### config.mk
export PLATFORM = sky130hd
export DESIGN_NAME = slip_frame_decoder_unit
export DESIGN_NICKNAME = d
export VERILOG_FILES = /design/src/hdl/sfd_pkg.sv /design/src/hdl/sfd_decode.sv /design/src/hdl/sfd_out_reg.sv /design/src/hdl/slip_frame_decoder_unit.sv
export VERILOG_INCLUDE_DIRS = /design/src /design/src/hdl
export SDC_FILE = /design/constraint.sdc
export NUM_CORES = 1
export LEC_CHECK = 0
export ABC_AREA = 1
export BUFFER_PORTS_ARGS = -buffer_cell sky130_fd_sc_hd__buf_2
export CAP_MARGIN = 40
export CORE_MARGIN = 8
export CORE_UTILIZATION = 56
export CTS_CLUSTER_DIAMETER = 200
export CTS_CLUSTER_SIZE = 14
export DETAILED_ROUTE_END_ITERATION = 8
export PLACE_DENSITY = 0.79
export SLEW_MARGIN = 15
export SYNTH_ARGS = -nofsm -noshare
export SYNTH_HDL_FRONTEND = slang
export SYNTH_SLANG_ARGS = --single-unit
### constraint.sdc
create_clock -name aclk -period 3.65 [get_ports aclk]
set_clock_uncertainty 0.1 [all_clocks]
set_input_delay 0 -clock aclk [delete_from_list [all_inputs] [get_ports aclk]]
set_output_delay 0 -clock aclk [all_outputs]
set_load 0.1 [all_outputs]
### src/hdl/slip_frame_decoder_unit_defines.svh
// ----------------------------------------------------------------------------
// SLIP frame decoder assertion macros
// Shared concurrent assertion forms, clocked on aclk, off during reset.
// ----------------------------------------------------------------------------
`ifndef SLIP_FRAME_DECODER_UNIT_DEFINES_SVH
`define SLIP_FRAME_DECODER_UNIT_DEFINES_SVH

// Condition that must hold at every clock edge out of reset
`define SFD_ASSERT_ALWAYS(lbl, cond, msg) \
    lbl: assert property (@(posedge aclk) disable iff (!aresetn) (cond)) else $error(msg);

// Antecedent in one cycle implies consequent in the next
`define SFD_ASSERT_NEXT(lbl, ante, cons, msg) \
    lbl: assert property (@(posedge aclk) disable iff (!aresetn) (ante) |=> (cons)) \
        else $error(msg);

`endif

### src/hdl/sfd_pkg.sv
// ----------------------------------------------------------------------------
// SLIP frame decoder package
// Framing byte codes, result kinds and the result record type.
// ----------------------------------------------------------------------------
package sfd_pkg;

    // Field widths
    localparam int BYTE_W    = 8;
    localparam int KIND_W    = 2;
    localparam int PKT_LEN_W = 11;

    // SLIP special bytes
    localparam logic [BYTE_W-1:0] SLIP_END     = 8'o300;
    localparam logic [BYTE_W-1:0] SLIP_ESC     = 8'o333;
    localparam logic [BYTE_W-1:0] SLIP_ESC_END = 8'o334;
    localparam logic [BYTE_W-1:0] SLIP_ESC_ESC = 8'o335;

    // Result kinds
    localparam logic [KIND_W-1:0] KIND_DATA = 2'd0;
    localparam logic [KIND_W-1:0] KIND_END  = 2'd1;
    localparam logic [KIND_W-1:0] KIND_OVER = 2'd2;

    // Reset value of the length limit
    localparam logic [PKT_LEN_W-1:0] MAX_LENGTH_RESET = 11'd1024;

    typedef struct packed {
        logic [KIND_W-1:0]    kind;
        logic [BYTE_W-1:0]    data;
        logic [PKT_LEN_W-1:0] packet_length;
    } result_t;

endpackage

### src/hdl/sfd_decode.sv
// ----------------------------------------------------------------------------
// SLIP frame decoder core
// Holds framing state and decodes one registered byte per cycle when advance is high.
// ----------------------------------------------------------------------------
module sfd_decode #(
    parameter int CNT_W = 11
) (
    input  logic                        aclk,
    input  logic                        aresetn,
    input  logic                        in_valid,
    input  logic [sfd_pkg::BYTE_W-1:0]  in_byte,
    input  logic                        advance,
    input  logic [CNT_W-1:0]            limit,
    output logic                        res_valid,
    output sfd_pkg::result_t            res
);
    import sfd_pkg::*;

    logic             in_frame_reg, in_frame_next;
    logic             esc_reg, esc_next;
    logic [CNT_W-1:0] count_reg, count_next;

    // Next state and result for the byte at the input register
    always_comb begin
        logic              is_data;
        logic [BYTE_W-1:0] val;
        in_frame_next     = in_frame_reg;
        esc_next          = esc_reg;
        count_next        = count_reg;
        res_valid         = 1'b0;
        res.kind          = KIND_DATA;
        res.data          = '0;
        res.packet_length = '0;
        is_data           = 1'b0;
        val               = in_byte;
        if (!in_frame_reg) begin
            // hunting: an escape also swallows the byte after it
            if (esc_reg) begin
                esc_next = 1'b0;
            end else if (in_byte == SLIP_ESC) begin
                esc_next = 1'b1;
            end else if (in_byte == SLIP_END) begin
                in_frame_next = 1'b1;
                count_next    = '0;
            end
        end else begin
            if (esc_reg) begin
                esc_next = 1'b0;
                is_data  = 1'b1;
                if (in_byte == SLIP_ESC_END) begin
                    val = SLIP_END;
                end else if (in_byte == SLIP_ESC_ESC) begin
                    val = SLIP_ESC;
                end
            end else if (in_byte == SLIP_ESC) begin
                esc_next = 1'b1;
            end else if (in_byte == SLIP_END) begin
                // empty packets are skipped
                if (count_reg != '0) begin
                    res_valid         = 1'b1;
                    res.kind          = KIND_END;
                    res.packet_length = PKT_LEN_W'(count_reg);
                    count_next        = '0;
                end
            end else begin
                is_data = 1'b1;
            end
            if (is_data) begin
                res_valid = 1'b1;
                if (count_reg >= limit) begin
                    // overflow: drop byte, go back to hunting
                    res.kind          = KIND_OVER;
                    res.packet_length = PKT_LEN_W'(count_reg);
                    count_next        = '0;
                    esc_next          = 1'b0;
                    in_frame_next     = 1'b0;
                end else begin
                    count_next        = CNT_W'(count_reg + 1'b1);
                    res.kind          = KIND_DATA;
                    res.data          = val;
                    res.packet_length = PKT_LEN_W'(count_next);
                end
            end
        end
        res_valid = res_valid & in_valid;
    end

    // State commits when the byte leaves the input register
    always_ff @(posedge aclk) begin
        if (!aresetn) begin
            in_frame_reg <= 1'b0;
            esc_reg      <= 1'b0;
            count_reg    <= '0;
        end else if (advance) begin
            in_frame_reg <= in_frame_next;
            esc_reg      <= esc_next;
            count_reg    <= count_next;
        end
    end

endmodule

### src/hdl/sfd_out_reg.sv
// ----------------------------------------------------------------------------
// SLIP frame decoder result register
// Holds one result request until the downstream side takes it.
// ----------------------------------------------------------------------------
module sfd_out_reg (
    input  logic              aclk,
    input  logic              aresetn,
    input  logic              load,
    input  sfd_pkg::result_t  load_res,
    output logic              free,
    output logic              m_valid,
    input  logic              m_ready,
    output sfd_pkg::result_t  m_res
);
    import sfd_pkg::*;

    logic    valid_reg;
    result_t res_reg;

    // Room for a new result when empty or being drained this cycle
    assign free    = !valid_reg || m_ready;
    assign m_valid = valid_reg;
    assign m_res   = res_reg;

    always_ff @(posedge aclk) begin
        if (!aresetn) begin
            valid_reg <= 1'b0;
        end else if (free) begin
            valid_reg <= load;
        end
    end

    // Payload, no reset
    always_ff @(posedge aclk) begin
        if (free && load) begin
            res_reg <= load_res;
        end
    end

endmodule

### src/hdl/slip_frame_decoder_unit.sv
// A result is registered: an accepted byte passes the input register, the decode core and the result register.
// Throughput: one byte per cycle unless stalled; the input register drains
// when its byte gives no result or the result register is empty or taken.
// Reset (aresetn low, synchronous): hunting for END, no escape, count zero,
// max_length back to 1024, both registers empty. No clearing pass.
// ----------------------------------------------------------------------------
// SLIP frame decoder top level
// Input byte register, framing decode core and result register.
// ----------------------------------------------------------------------------
`include "slip_frame_decoder_unit_defines.svh"

module slip_frame_decoder_unit #(
    parameter int MAX_PACKET = 1024
) (
    input  logic                           aclk,
    input  logic                           aresetn,
    input  logic                           s_valid,
    output logic                           s_ready,
    input  logic [sfd_pkg::BYTE_W-1:0]     s_in_byte,
    output logic                           m_valid,
    input  logic                           m_ready,
    output logic [sfd_pkg::KIND_W-1:0]     m_kind,
    output logic [sfd_pkg::BYTE_W-1:0]     m_data,
    output logic [sfd_pkg::PKT_LEN_W-1:0]  m_packet_length,
    input  logic                           cfg_valid,
    output logic                           cfg_ready,
    input  logic [sfd_pkg::PKT_LEN_W-1:0]  cfg_data
);
    import sfd_pkg::*;

    // Counter never needs more than the length field width
    localparam int CNT_RAW_W = $clog2(MAX_PACKET + 1);
    localparam int CNT_W     = (CNT_RAW_W > PKT_LEN_W) ? PKT_LEN_W : CNT_RAW_W;

    logic                 in_valid_reg;
    logic [BYTE_W-1:0]    in_byte_reg;
    logic [PKT_LEN_W-1:0] max_length_reg;
    logic [CNT_W-1:0]     limit;
    logic                 res_valid;
    result_t              res;
    result_t              out_res;
    logic                 out_free;
    logic                 step;

    // Configuration register, always ready
    assign cfg_ready = 1'b1;

    always_ff @(posedge aclk) begin
        if (!aresetn) begin
            max_length_reg <= MAX_LENGTH_RESET;
        end else if (cfg_valid) begin
            max_length_reg <= cfg_data;
        end
    end

    // Effective limit, clamped to the packet buffer size
    assign limit = (32'(max_length_reg) > 32'(MAX_PACKET)) ? CNT_W'(MAX_PACKET)
                                                           : CNT_W'(max_length_reg);

    // Input register advances when its result has somewhere to go
    assign step    = in_valid_reg && (!res_valid || out_free);
    assign s_ready = !in_valid_reg || step;

    always_ff @(posedge aclk) begin
        if (!aresetn) begin
            in_valid_reg <= 1'b0;
        end else if (s_ready) begin
            in_valid_reg <= s_valid;
        end
    end

    always_ff @(posedge aclk) begin
        if (s_valid && s_ready) begin
            in_byte_reg <= s_in_byte;
        end
    end

    sfd_decode #(
        .CNT_W (CNT_W)
    ) u_decode (
        .aclk      (aclk),
        .aresetn   (aresetn),
        .in_valid  (in_valid_reg),
        .in_byte   (in_byte_reg),
        .advance   (step),
        .limit     (limit),
        .res_valid (res_valid),
        .res       (res)
    );

    sfd_out_reg u_out_reg (
        .aclk     (aclk),
        .aresetn  (aresetn),
        .load     (step && res_valid),
        .load_res (res),
        .free     (out_free),
        .m_valid  (m_valid),
        .m_ready  (m_ready),
        .m_res    (out_res)
    );

    assign m_kind          = out_res.kind;
    assign m_data          = out_res.data;
    assign m_packet_length = out_res.packet_length;

    // Checks
    `SFD_ASSERT_ALWAYS(a_data_zero, !m_valid || m_kind == KIND_DATA || m_data == '0, "data not zero on non-data result")
    `SFD_ASSERT_ALWAYS(a_len_nonzero, !m_valid || m_kind == KIND_OVER || m_packet_length != '0, "zero length on data or end result")
    `SFD_ASSERT_NEXT(a_in_hold, in_valid_reg && !step, in_valid_reg && $stable(in_byte_reg), "stalled input byte lost")
    `SFD_ASSERT_NEXT(a_out_hold, m_valid && !m_ready, m_valid && $stable(out_res), "stalled result changed")

endmodule
Yosys cells after proc, flatten, opt, wreduce, memory -nomap -nowiden
Cells that the tools add are included.
- input bits: 24
- output and inout bits: 24
- logic and storage cells: 87
- flip-flop bits (word level): 55
- $add $sub $neg: 1
- bitwise operators: 3
- reduce and logical (&&, ||, !) cells: 15
- mux-type cells: 47
- eq/ne operators: 9
- magnitude comparators: 2
- operators with widths (cell ; count):
    $mux W11 ; 16
    $eq A8 B8 Y1 const B ; 4
    $mux W8 ; 4
    $mux W1 ; 22
    $mux W21 ; 1
    $add A11 B1 Y11 const B ; 1
    $ge A11 B11 Y1 ; 1
    $gt A11 B11 Y1 const B ; 1
    $reduce_bool A11 Y1 ; 1
    $mux W2 ; 4
    $reduce_and A8 Y1 ; 1
    $logic_and A1 B1 Y1 ; 4
    $ne A2 B1 Y1 const B ; 2
    $ne A2 B2 Y1 const B ; 2
    $reduce_bool A2 Y1 ; 2
    $logic_not A1 Y1 ; 3
    $logic_or A1 B1 Y1 ; 3
    $ne A3 B3 Y1 const B ; 1
    $reduce_or A3 Y1 ; 1
    $not A1 Y1 ; 2
    $and A1 B1 Y1 ; 1

Longest topological paths before layout
Gate-level depths: netlist (run 1).
- depth after elaboration: 13
- mapped depth: 21

By module
A second synthesis (run 1) with hierarchy kept.
- cells, all modules: 459
- area, all modules: 3389.5 um^2
- modules (own cells, without submodules) (module ; sequential area each (um^2) ; cells an instance ; instances ; area each (um^2)):
    sfd_decode ; 260.2 ; 344 ; 1 ; 1924.3
    slip_frame_decoder_unit ; 480.5 ; 87 ; 1 ; 783.3
    sfd_out_reg ; 650.6 ; 28 ; 1 ; 681.9

Least setup slack after synthesis (run 1)
Ideal clock, no wire load.
- path type: register -> register
- start point: register max_length_reg[0]
- end point: register u_out_reg.res_reg (netlist bit u_out_reg.m_res[0]) (data pin)
- setup time: 0.176 ns
- setup slack: 0.950 ns
- required time: 3.374 ns
- arrival time: 2.424 ns
- stages on the path, launching flop included: 15
- cells stage by stage: dfxtp_1 -> nor4_1 -> nor3b_1 -> a21oi_1 -> inv_1 -> nand2_1 -> ha_1 -> nand2_1 -> or2_0 -> a21oi_1 -> nor2_1 -> nand2_1 -> inv_1 -> ha_1 -> o32ai_1
- longest elaborated chain between the ends: 5
- ends and longest elaborated chain (what ; line ; source):
    from (decl) ; slip_frame_decoder_unit.sv:37 ; logic [PKT_LEN_W-1:0] max_length_reg;
    from (signal assigned) ; slip_frame_decoder_unit.sv:52 ; max_length_reg <= cfg_data;
    $gt A11 B11 Y1 ; slip_frame_decoder_unit.sv:57 ; assign limit = (32'(max_length_reg) > 32'(MAX_PACKET)) ? CNT_W'(MAX_PACKET)
    $mux W11 (*) ; slip_frame_decoder_unit.sv:57 ;
    $ge A11 B11 Y1 (*) ; sfd_decode.sv:70 ; if (count_reg >= limit) begin
    $mux W11 (*) ; sfd_decode.sv:70 ;
    $mux W21 (*) ; sfd_decode.sv:68 ; if (is_data) begin
    to (signal assigned) ; sfd_out_reg.sv:36 ; res_reg <= load_res;
    to (decl) ; sfd_out_reg.sv:18 ; result_t res_reg;
Every way passes the cells marked *; elsewhere a longest branch is shown, timed or not.
A chain may end at the register's enable or synchronous reset.

Worst setup path after layout (run 1)
- start point: register max_length_reg[1]
- end point: register u_out_reg.res_reg (netlist bit u_out_reg.m_res[0]) (data pin)
The elaborated chain is that of the path after synthesis.

==> results.md, run 1 <==
- Synth Instances: 381
- Tot GR Track Use: 19.0%
- # IOs: 48
- Wire length per cell: 13.5 um
- Most frequent cells in the layout: nand2_1, nor2_1, buf_2, inv_1, dlygate4sd3_1
- Clock power frac: 34.8%
- DRT iter0 DRCs: 242
- Max-slew headroom: 63.5%
- Horiz. Die Dim: 89.0 um
- Startpoint of the worst hold path: cfg_valid
- Compound-cell area share of the yosys netlist: 6.59%
- Leakage dissipation: 0.00171 uW
- Final net count: 497
- Multiplexer area fraction after synthesis: 0%
- Largest net degree at the start of global routing: 19
- Number of global-route vias before repair: 2627
- TNS Setup: 0 ns
- Yosys top cell area share: 29.2%
- Peak VDD IR: 0.000183 V
- Power Internal: 943 uW
- Die extent in y: 89.0 um
- FF-to-FF setup slack: 0.54 ns
- Area delta synth->final: 24.3%
- Tcrit/Tclk final: 85.2%
- Total CTS buffers: 5
- Power Dens Cells: 330 mW/mm2
- Share of the yosys chip area belonging to registers: 46.6%
- Top cells by area, synth: edfxtp_1, dfxtp_1, nand2_1
- Syn Area/Cell: 7.83 um2
- Xor-xnor portion of the synthesized cell area: 2.35%
- Vias per cell: 5.16
- Via count: 2738
- Cell row count: 26
- R2r endpoint: u_out_reg.m_res[0]$_SDFFCE_PN0P_
- Post-route cell area: 0.00371 mm2
- Cell Area, Synth: 0.00298 mm2
- Adder-Cell Fraction of Synth Area: 5.87%
- CTS H-tree lvls: 2
- Hold Path End: max_length_reg[6]$_SDFFE_PN0P_
- Worst-Margin Slew: 0.548 ns
- Antenna violations before repair: 1
- Clock Latency Late Sink: 0.31 ns
- Initial Util: 58.0%
- Status: complete, no violations
- Fin. max-slew vios: 0
- Worst-path clk slew: 0.10 ns
- Worst r2r src: max_length_reg[1]$_SDFFE_PN0P_
- Netlist cell types: 32
- Core region area: 0.00514 mm2
- Sw frac: 22.8%
- Clk sinks: 55
- Layout cells sized above 1: 15.2%
- Final WL: 7.17 mm
- Post-DP HPWL: 4.92 mm
- Critical-path cell list: nor4_1 -> nor3b_1 -> a21oi_1 -> inv_1 -> nand2_1 -> ha_1 -> nand2_1 -> or2_0 -> a21oi_1 -> nor2_1 -> nand2_1 -> inv_1 -> ha_1 -> o32ai_1
- NetSw: 279 uW
- Tmin final: 3.11 ns
- DR pass1 iterations: 6
- CTS max path bufs: 2
- Worst min path class: input port to flip-flop
- Number of flip-flops in the largest register: 21
- Port Buffers: 46
- DRC Markers: 0
- Final hold viol count: 0
- Crit path required time: 3.68 ns
- Global-route congestion overflow total: 0
- Worst Setup Start Kind: flip-flop
- Critical Path End Type: flip-flop
- Post-synth top area cell: edfxtp_1
- FILL cells: 395
- # Max-Cap Violations: 0
- CTS tree: built
- Buf/Inv on CP: 2
- Logic gate share of total power: 10.0%
- Global-route wire length before repair: 11.8 mm
- Slowest cell on the critical path: dfxtp_1
- Post-synth net total: 419
- Most used cell, CP: nand2_1
- Arr. time, crit path: 3.14 ns
- Simple-Gate Fraction of Synth Area: 31.2%
- CTS resizes: 0
- Placed Area: 0.00326 mm2
- Critical path fanouts, max: 7
- Worst path max stage delay: 0.35 ns
- Fmax: 0.322 GHz
- Die Area: 0.00792 mm2
- Main combinational cell family by area after synthesis: simple AND/OR/NAND/NOR gates
- Synth Warn #: 0
- Root Driver: clkbuf_8
- Routed Antenna Nets: 0
- Sequential share of power: 55.2%
- Unrepaired setup endpoints after global routing: no
- #FFs+latches synth: 55
- Worst reg2reg path depth: 14
- Worst path top cell family by delay: simple AND/OR/NAND/NOR gates
- # setup viols final: 0
- Worst Setup Path Type: flip-flop to flip-flop
- Commonest non-fill, non-tap cell in the layout: nand2_1
- Hold Crit Depth: 3
- Gpl congestion: 0.897
-- timing repair --
item,4_1_cts,5_1_grt
endpoints found under the hold margin,27,0
buffers inserted,0,0
hold buffers,32,0
endpoints found under the setup margin,0,0
-- power by group through the flow --
| stage | registers [uW] | logic (uW) | clock network (uW) |
|---|---|---|---|
| 6_report | 675 | 122 | 425 |
| 3_3_place_gp | 687 | 88.7 | 0 |
| 2_1_floorplan | 684 | 65.1 | 0 |
| 3_5_place_dp | 688 | 90.0 | 0 |
| 5_1_grt | 676 | 136 | 455 |
| 4_1_cts | 674 | 119 | 430 |
-- stage by stage --
stage | setup slack (ns) | hold WS [ns] | total power (uW) | util (%) | cells
final | 0.542 | 0.0228 | 1220 | 72.2 | 531
after global routing | 0.238 | 0.0306 | 1270 | 72.2 | 531
after CTS | 0.617 | 0.00391 | 1220 | 72.1 | 530
after detailed placement | 0.666 | 0.0786 | 778 | 63.5 | 490
after global placement | 0.786 | 0.0772 | 776 | 63.5 | 490
after floorplan | 0.950 | -0.00113 | 749 | - | 381
-- final cells by class --
type | count | area (um2) | share of cell area, %
antenna | 1 | 2.50 | 0.0675
clock buffer | 6 | 82.6 | 2.23
clock inverter | 2 | 38.8 | 1.05
inverter | 46 | 173 | 4.66
multi-input combinational | 272 | 1380 | 37.1
sequential | 55 | 1390 | 37.5
tap | 70 | 87.6 | 2.36
timing repair buffer | 79 | 558 | 15.0
-- cell usage after synthesis --
cell type  count
nand3b_1       1
or2_0          1
edfxtp_1      29
o32ai_1        1
dfxtp_1       26
nor3b_1        1
clkbuf_1       4
a21o_1         1
nor3_1         8
xnor2_1        1
nand3_1       14
inv_1         45
nand2_1       95
nand3_2        3
a21oi_1       19
nand2_2        2
ha_1          14
nor2_2         6
nand4_1        4
clkinv_1       1
buf_2          2
o21ai_0       17
buf_4          1
and3_1         1
conb_1         1
xor2_1         7
nand3_4        2
nor3b_2        1
nor4_1         2
nand2_4        1
nor2_1        69
buf_6          1
-- metal layers --
metal  wire length [um]  GRT usage (%)
met5                  0              0
met4                153           7.25
met3                569           4.69
met2               3560           34.1
met1               2890           21.1
-- worst min-delay path: cells and delay by family --
family	cells	cell delay [ns]
and+or+nand+nor	1	0.08
buffers and inverters	1	0.19
AOI/OAI and AO/OA	1	0.12
-- how the worst max path moves through the flow --
| stage | end | slack [ns] | from | cells after the start |
|---|---|---|---|---|
| CTS | u_out_reg.m_res[0]$_SDFFCE_PN0P_ | 0.62 | max_length_reg[1]$_SDFFE_PN0P_ | 14 |
| finish | u_out_reg.m_res[0]$_SDFFCE_PN0P_ | 0.54 | max_length_reg[1]$_SDFFE_PN0P_ | 14 |
| global placement | u_out_reg.m_res[0]$_SDFFCE_PN0P_ | 0.79 | max_length_reg[0]$_SDFFE_PN0P_ | 15 |
| global route | u_out_reg.m_res[0]$_SDFFCE_PN0P_ | 0.24 | max_length_reg[1]$_SDFFE_PN0P_ | 15 |
| floorplan | u_out_reg.m_res[0]$_SDFFCE_PN0P_ | 0.95 | max_length_reg[0]$_SDFFE_PN0P_ | 14 |
| detailed placement | u_out_reg.m_res[0]$_SDFFCE_PN0P_ | 0.67 | max_length_reg[1]$_SDFFE_PN0P_ | 15 |
-- kinds of logic after synthesis --
logic type | after synthesis
AND/OR/NAND/NOR | 211
flip-flops | 55
buffers and inverters | 54
AO/OA/AOI/OAI | 38
adder cells (fa/ha/maj) | 14
XOR/XNOR | 8
other | 1
No activity file was read; power rests on OpenSTA's default activity.
==> run 2: changes to the inputs <==
--- a/config.mk
+++ b/config.mk
@@ -16,4 +16,5 @@
 export DETAILED_ROUTE_END_ITERATION = 8
 export PLACE_DENSITY = 0.79
+export SKIP_CTS_REPAIR_TIMING = 1
 export SLEW_MARGIN = 15
 export SYNTH_ARGS = -nofsm -noshare
==> constraint.sdc (replaced) <==
create_clock -name aclk -period 3.65 [get_ports aclk]
set_clock_uncertainty 0.1 [all_clocks]
set_input_delay 0.365 -clock aclk [delete_from_list [all_inputs] [get_ports aclk]]
set_output_delay 0.365 -clock aclk [all_outputs]
set_load 0.1 [all_outputs]
==> run 2 against run 1 <==
Compared with the run above: clock power barely moved; register-to-register slack improved by 0.04 ns; clock-buffer cell count did not move; routed wire length fell by 13%; non-clock buffer count fell by 32; sequential power barely moved; final area fell by 8.7%; critical endpoint unchanged; largest power group unchanged.
==> results.md, run 2 (synthesis results as in run 1) <==
- Place WS: 0.666 ns (unchanged)
- Initial Util: 58.0% (unchanged)
- Most used cell, CP: nand2_1
- DR pass1 iterations: 4 (-2)
- Final WL: 6.26 mm (-13%)
- Worst-Margin Slew: 0.545 ns (-0.00306 ns)
- Critical-path cell list: nor4_1 -> nor3b_1 -> a21oi_1 -> inv_1 -> nand2_1 -> ha_1 -> nand2_1 -> or2_0 -> a21oi_1 -> nor2_1 -> nand2_1 -> inv_1 -> ha_1 -> o32ai_1
- Worst min path class: input port to flip-flop
- Clock Latency Late Sink: 0.31 ns (about the same)
- Global-route wire length before repair: 10.4 mm (-12%)
- Sw frac: 22.7% (-0.18 points)
- Antenna violations before repair: 0 (-1)
- Fin. max-slew vios: 0 (unchanged)
- # setup viols final: 0 (unchanged)
- Worst r2r src: max_length_reg[1]$_SDFFE_PN0P_
- Status: complete, no violations
- CTS max path bufs: 2 (unchanged)
- Layout cells sized above 1: 16.4% (+1.1 points)
- Tot GR Track Use: 16.6% (-2.4 points)
- Buf/Inv on CP: 2 (unchanged)
- Number of flip-flops in the largest register: 21 (unchanged)
- Clock power frac: 35.6% (+0.8 points)
- Worst setup path start: max_length_reg[1]$_SDFFE_PN0P_
- Via count: 2534 (-7.5%)
- Final hold viol count: 0 (unchanged)
- Clk sinks: 55 (unchanged)
- Critical path fanouts, max: 7 (unchanged)
- Hold Crit Depth: 1 (-2)
- Area delta synth->final: 13.5%
- Peak VDD IR: 0.000180 V (-2.0%)
- FILL cells: 461 (+17%)
- Global-route congestion overflow total: 0 (unchanged)
- Cell row count: 26 (unchanged)
- CTS tree: built
- Port Buffers: 46 (unchanged)
- NetSw: 269 uW (-3.5%)
- Final net count: 465 (-6.4%)
- Power Internal: 919 uW (-2.6%)
- Max-slew headroom: 63.7% (+0.20 points)
- Startpoint of the worst hold path: s_in_byte[5]
- Horiz. Die Dim: 89.0 um (unchanged)
- FF-to-FF setup slack: 0.58 ns (+0.04 ns)
- Vias per cell: 5.09 (-1.3%)
- Critical Path End Type: flip-flop
- Post-DP HPWL: 4.92 mm (unchanged)
- Unrepaired setup endpoints after global routing: no
- Post-route cell area: 0.00339 mm2 (-8.7%)
- Power Dens Cells: 351 mW/mm2 (+6.5%)
- Routed Antenna Nets: 0 (unchanged)
- Root Driver: clkbuf_8
- Fmax: 0.326 GHz (+1.2%)
- Worst-path clk slew: 0.10 ns (about the same)
- Total power: 1190 uW (-2.8%)
- R2r endpoint: u_out_reg.m_res[0]$_SDFFCE_PN0P_
- N_diodes: 0 (-1)
- Total CTS buffers: 5 (unchanged)
- Tcrit/Tclk final: 84.1% (-1.0 points)
- Core region area: 0.00514 mm2 (unchanged)
- Worst reg2reg path depth: 14 (unchanged)
- Crit path required time: 3.68 ns (about the same)
- Number of global-route vias before repair: 2365 (-10%)
- Logic gate share of total power: 7.7% (-2.3 points)
- Die extent in y: 89.0 um (unchanged)
- DRT iter0 DRCs: 234 (-3.3%)
- Die Area: 0.00792 mm2 (unchanged)
- # IOs: 48 (unchanged)
- DRC Markers: 0 (unchanged)
- Gpl congestion: 0.897 (unchanged)
- Arr. time, crit path: 3.10 ns (-0.04 ns)
- Hold Path End: in_byte_reg[5]$_DFFE_PP_
- Tmin final: 3.07 ns (-0.0373 ns)
- Worst path max stage delay: 0.34 ns (about the same)
- Sequential share of power: 56.7% (+1.5 points)
- TNS Setup: 0 ns (unchanged)
- # Max-Cap Violations: 0 (unchanged)
- Final core utilization: 65.9% (-6.3 points)
- PnR worst setup slack: 0.579 ns (+0.0373 ns)
- Slowest cell on the critical path: dfxtp_1
- Worst path top cell family by delay: simple AND/OR/NAND/NOR gates
- Worst Setup Path Type: flip-flop to flip-flop
- Wire length per cell: 12.6 um (-6.9%)
- Worst Setup Start Kind: flip-flop
- Largest net degree at the start of global routing: 19 (unchanged)
- CTS H-tree lvls: 2 (unchanged)
- Placed Area: 0.00326 mm2 (unchanged)
- Leakage dissipation: 0.00157 uW (-8.3%)
- Most frequent cells in the layout: nand2_1, nor2_1, buf_2, inv_1, edfxtp_1
- Commonest non-fill, non-tap cell in the layout: nand2_1
## run 2: changes by cell type in the layout (fill, tap and decap cells not counted), sizes merged
| cell | before | now |
|---|---|---|
| dlygate4sd3 | 32 | 0 |
| diode | 1 | 0 |
## run 2: worst register-to-register path, delay by kind of cell, from the launching register on
kind            cells  cell delay [ns]
compound gates      3             0.51
simple gates        7             1.09
flops               1             0.34
buf+inv             2             0.24
fa+ha+maj           2             0.62
## run 2: power by group through the flow
| stage | Sequential (uW) | Combinational, uW | Clock (uW) |
|---|---|---|---|
| 2_1_floorplan | 684 | 65.1 | 0 |
| 3_3_place_gp | 687 | 88.7 | 0 |
| 3_5_place_dp | 688 | 90.0 | 0 |
| 4_1_cts | 674 | 90.6 | 430 |
| 5_1_grt | 676 | 103 | 455 |
| 6_report | 674 | 91.0 | 424 |
## run 2: metal layers
layer  vias up  part of all wire (%)  GRT usage (%)
li1       1310                     -              -
met1      1117                    44           20.5
met2        98                    47           27.9
met3         9                   7.8           3.49
met4         0                   1.5           5.74
met5         -                     0              0
## run 2: layout make-up
class                   count  area, um2  area share [%]
repair buffers             47        238            7.02
flip-flops and latches     55       1390            41.1
clock buffers               6       82.6            2.44
multi-input cells         272       1380            40.6
well taps                  70       87.6            2.59
clock inverters             2       38.8            1.15
inverters                  46        173            5.10
## run 2: how the worst max path moves through the flow
stage	endpoint	slack, ns	depth (start not counted)
floorplan	u_out_reg.m_res[0]$_SDFFCE_PN0P_	0.95	14
finish	u_out_reg.m_res[0]$_SDFFCE_PN0P_	0.58	14
detailed placement	u_out_reg.m_res[0]$_SDFFCE_PN0P_	0.67	15
CTS	u_out_reg.m_res[0]$_SDFFCE_PN0P_	0.62	14
global route	u_out_reg.m_res[0]$_SDFFCE_PN0P_	0.27	15
global placement	u_out_reg.m_res[0]$_SDFFCE_PN0P_	0.79	15
## run 2: per-stage QoR
step	hold WS, ns	cells
6_report	0.119	498
5_1_grt	0.106	498
4_1_cts	0.118	498
3_5_place_dp	0.373	490
3_3_place_gp	0.374	490
2_1_floorplan	0.349	381
==> run 3: changes to the inputs <==
ABC_AREA = 0   (was 1)
CORE_UTILIZATION = 51   (was 56)
PLACE_DENSITY = 0.76   (was 0.79)
clock period = 2.7 ns   (was 3.65 ns; I/O delays follow)
==> run 3 against run 2 <==
Compared with the run above: clock-buffer cell count unchanged; final area up 1.8%; flip-flop and latch count unchanged; global-route usage decreased by 0.14 points; non-clock buffer count grew 16; synthesized area shrank 0.88%; critical path depth is 5 lower; sequential share of layout area down 0.75 points; first-iteration DRC count shrank 2.6%; power grew 23%; routed wire length grew 15%.
==> results.md, run 3 <==
- Status: complete, no violations
- Worst-Margin Slew: 0.782 ns (+0.238 ns)
- Most frequent cells after synthesis: nand2_1, edfxtp_1, nor2_1
- Post-DP HPWL: 5.19 mm (+5.6%)
- Post-route cell area: 0.00345 mm2 (+1.8%)
- Root Driver: clkbuf_8
- Layout cells sized above 1: 23.7% (+7.3 points)
- Cell row count: 27 (+3.8%)
- Most frequent cells in the layout: buf_2, nand2_1, nor2_1, edfxtp_1, dfxtp_1
- Tcrit/Tclk final: 95.7% (+12 points)
- Die Area: 0.00849 mm2 (+7.2%)
- Cell Area, Synth: 0.00296 mm2 (-0.88%)
- Final WL: 7.21 mm (+15%)
- Gpl congestion: 0.954 (+6.4%)
- Total CTS buffers: 5 (unchanged)
- Power Dens Cells: 425 mW/mm2 (+21%)
- Global-route congestion overflow total: 0 (unchanged)
- # setup viols final: 0 (unchanged)
- DRT iter0 DRCs: 228 (-2.6%)
- FILL cells: 467 (+1.3%)
- Syn Area/Cell: 9.54 um2 (+22%)
- Critical-path cell list: inv_1 -> nand2_1 -> ha_1 -> and3_1 -> a221oi_2 -> o21ai_1 -> a31o_4 -> or4_1 -> nand3_1
- Worst min path class: input port to flip-flop
- Tmin final: 2.58 ns (-0.487 ns)
- #FFs+latches synth: 55 (unchanged)
- Max-slew headroom: 47.8% (-16 points)
- CTS tree: built
- Routed Antenna Nets: 0 (unchanged)
- Tot GR Track Use: 16.5% (-0.14 points)
- N_diodes: 0 (unchanged)
- Fin. max-slew vios: 0 (unchanged)
- PnR worst setup slack: 0.116 ns (-0.463 ns)
- Fmax: 0.387 GHz (+19%)
- Worst Setup Path Type: flip-flop to flip-flop
- Arr. time, crit path: 2.66 ns (-0.44 ns)
- Antenna violations before repair: 0 (unchanged)
- Ys flop type: edfxtp_1
- Die extent in y: 92.1 um (+3.5%)
- DRC Markers: 0 (unchanged)
- # Max-Cap Violations: 0 (unchanged)
- Worst Setup Start Kind: flip-flop
- Post-synth top area cell: edfxtp_1
- Core region area: 0.00554 mm2 (+7.8%)
- Place WS: 0.109 ns (-0.557 ns)
- Clock Latency Late Sink: 0.31 ns (about the same)
- Global-route wire length before repair: 11.5 mm (+11%)
- Vias per cell: 6.06 (+19%)
- DR pass1 iterations: 5 (+1)
- Area delta synth->final: 16.6%
- Via count: 2614 (+3.2%)
- Placed Area: 0.00332 mm2 (+1.6%)
- Post-synth EDFFs: 29 (unchanged)
- Synth Instances: 310 (-19%)
- Horiz. Die Dim: 92.1 um (+3.5%)
- Largest net degree at the start of global routing: 23 (+4)
- CTS H-tree lvls: 2 (unchanged)
- Netlist cell types: 53 (+66%)
- Most common cell in the netlist: nand2_1
- Yosys top cell area share: 29.5% (+0.26 points)
- Synth Warn #: 0 (unchanged)
- Number of flip-flops in the largest register: 21 (unchanged)
- Crit path required time: 2.78 ns (-0.90 ns)
- Worst path max stage delay: 0.50 ns (+0.16 ns)
- CTS max path bufs: 2 (unchanged)
- Leakage dissipation: 0.00135 uW (-14%)
- Buf/Inv on CP: 1 (-1)
- Share of the yosys chip area belonging to registers: 47.1% (+0.41 points)
- Top cells by area, synth: edfxtp_1, dfxtp_1, ha_1
- Critical Path End Type: flip-flop
- Final net count: 396 (-15%)
- Port Buffers: 46 (unchanged)
- Number of global-route vias before repair: 2329 (-1.5%)
- Commonest non-fill, non-tap cell in the layout: buf_2
- Clk sinks: 55 (unchanged)
- Final hold viol count: 0 (unchanged)
- Non-filler cells, final: 431 (-13%)
- Wire length per cell: 16.7 um (+33%)
- Cells after DPL: 422 (-14%)
- Worst-path clk slew: 0.10 ns (about the same)
- Critical path fanouts, max: 6 (-1)
- Worst path top cell family by delay: simple AND/OR/NAND/NOR gates
- Post-synth net total: 348 (-17%)
- Peak VDD IR: 0.000301 V (+67%)
- Ys async rst share: 0% (unchanged)
- Initial Util: 53.4% (-4.7 points)
- # IOs: 48 (unchanged)
- Slowest cell on the critical path: or4_1
[run 3: worst reg2reg max path: stages (launching register included)]
cell and delay (ns):
dfxtp_1 0.32, inv_1 0.10, nand2_1 0.07, ha_1 0.32
and3_1 0.19, a221oi_2 0.32, o21ai_1 0.17, a31o_4 0.28
or4_1 0.50, nand3_1 0.10
[run 3: cell type report]
cell class / instances / area, um2 / share of cell area [%]
well taps: 72 / 90.1 / 2.61
repair buffers: 63 / 373 / 10.8
multi-input cells: 225 / 1470 / 42.7
clock inverters: 2 / 12.5 / 0.363
inverters: 8 / 35.0 / 1.02
flip-flops and latches: 55 / 1390 / 40.3
clock buffers: 6 / 72.6 / 2.10
[run 3: path summary, 6_finish.rpt]
kind / start / endpoint / slack [ns] / cells past startpoint
worst min register to register: max_length_reg[1]$_SDFFE_PN0P_ / max_length_reg[1]$_SDFFE_PN0P_ / 0.40 / 2
worst min-delay path: s_in_byte[6] / in_byte_reg[6]$_DFFE_PP_ / 0.02 / 1
worst max register to register: max_length_reg[10]$_SDFFE_PN1P_ / u_out_reg.m_res[4]$_SDFFCE_PN0P_ / 0.12 / 9
worst max-delay path: max_length_reg[10]$_SDFFE_PN1P_ / u_out_reg.m_res[4]$_SDFFCE_PN0P_ / 0.12 / 9
[run 3: per-stage QoR]
stage / utilization, % / hold slack, ns / power [uW] / TNS, ns
floorplan: - / 0.269 / 992 / -0.151
global placement: 59.9 / 0.347 / 1030 / 0
detailed placement: 59.9 / 0.348 / 1030 / 0
CTS: 61.4 / 0.0207 / 1470 / 0
global route: 62.2 / 0.00917 / 1520 / -0.00314
finish: 62.2 / 0.0230 / 1470 / 0
[run 3: power breakdown]
group	switching, uW	total, uW	leakage (uW)	internal, uW
logic	68.6	116	0.000832	47.0
clock network	264	446	0.0000412	182
registers	13.5	905	0.000472	891
total	346	1470	0.00135	1120
[run 3: kinds of logic (layout without fill, tap and decap cells)]
logic type | Yosys count | count (layout) | share of synthesized area (%)
compound gates | 51 | 52 | 13.1
xor+xnor | 1 | 1 | 0.296
fa+ha+maj | 14 | 14 | 5.92
buf+inv | 31 | 79 | 4.57
flops | 55 | 55 | 47.1
mux | 11 | 11 | 3.72
other cells | 1 | 1 | 0.127
simple gates | 146 | 146 | 25.2
[run 3: per-layer routing]
metal,track usage (%),vias up,routed length [um],part of all wire (%)
met5,0,-,0,0
met4,5.64,0,158,2.2
met3,4.40,22,634,8.8
met2,24.6,132,3220,45
met1,22.4,1212,3190,44
li1,-,1248,-,-
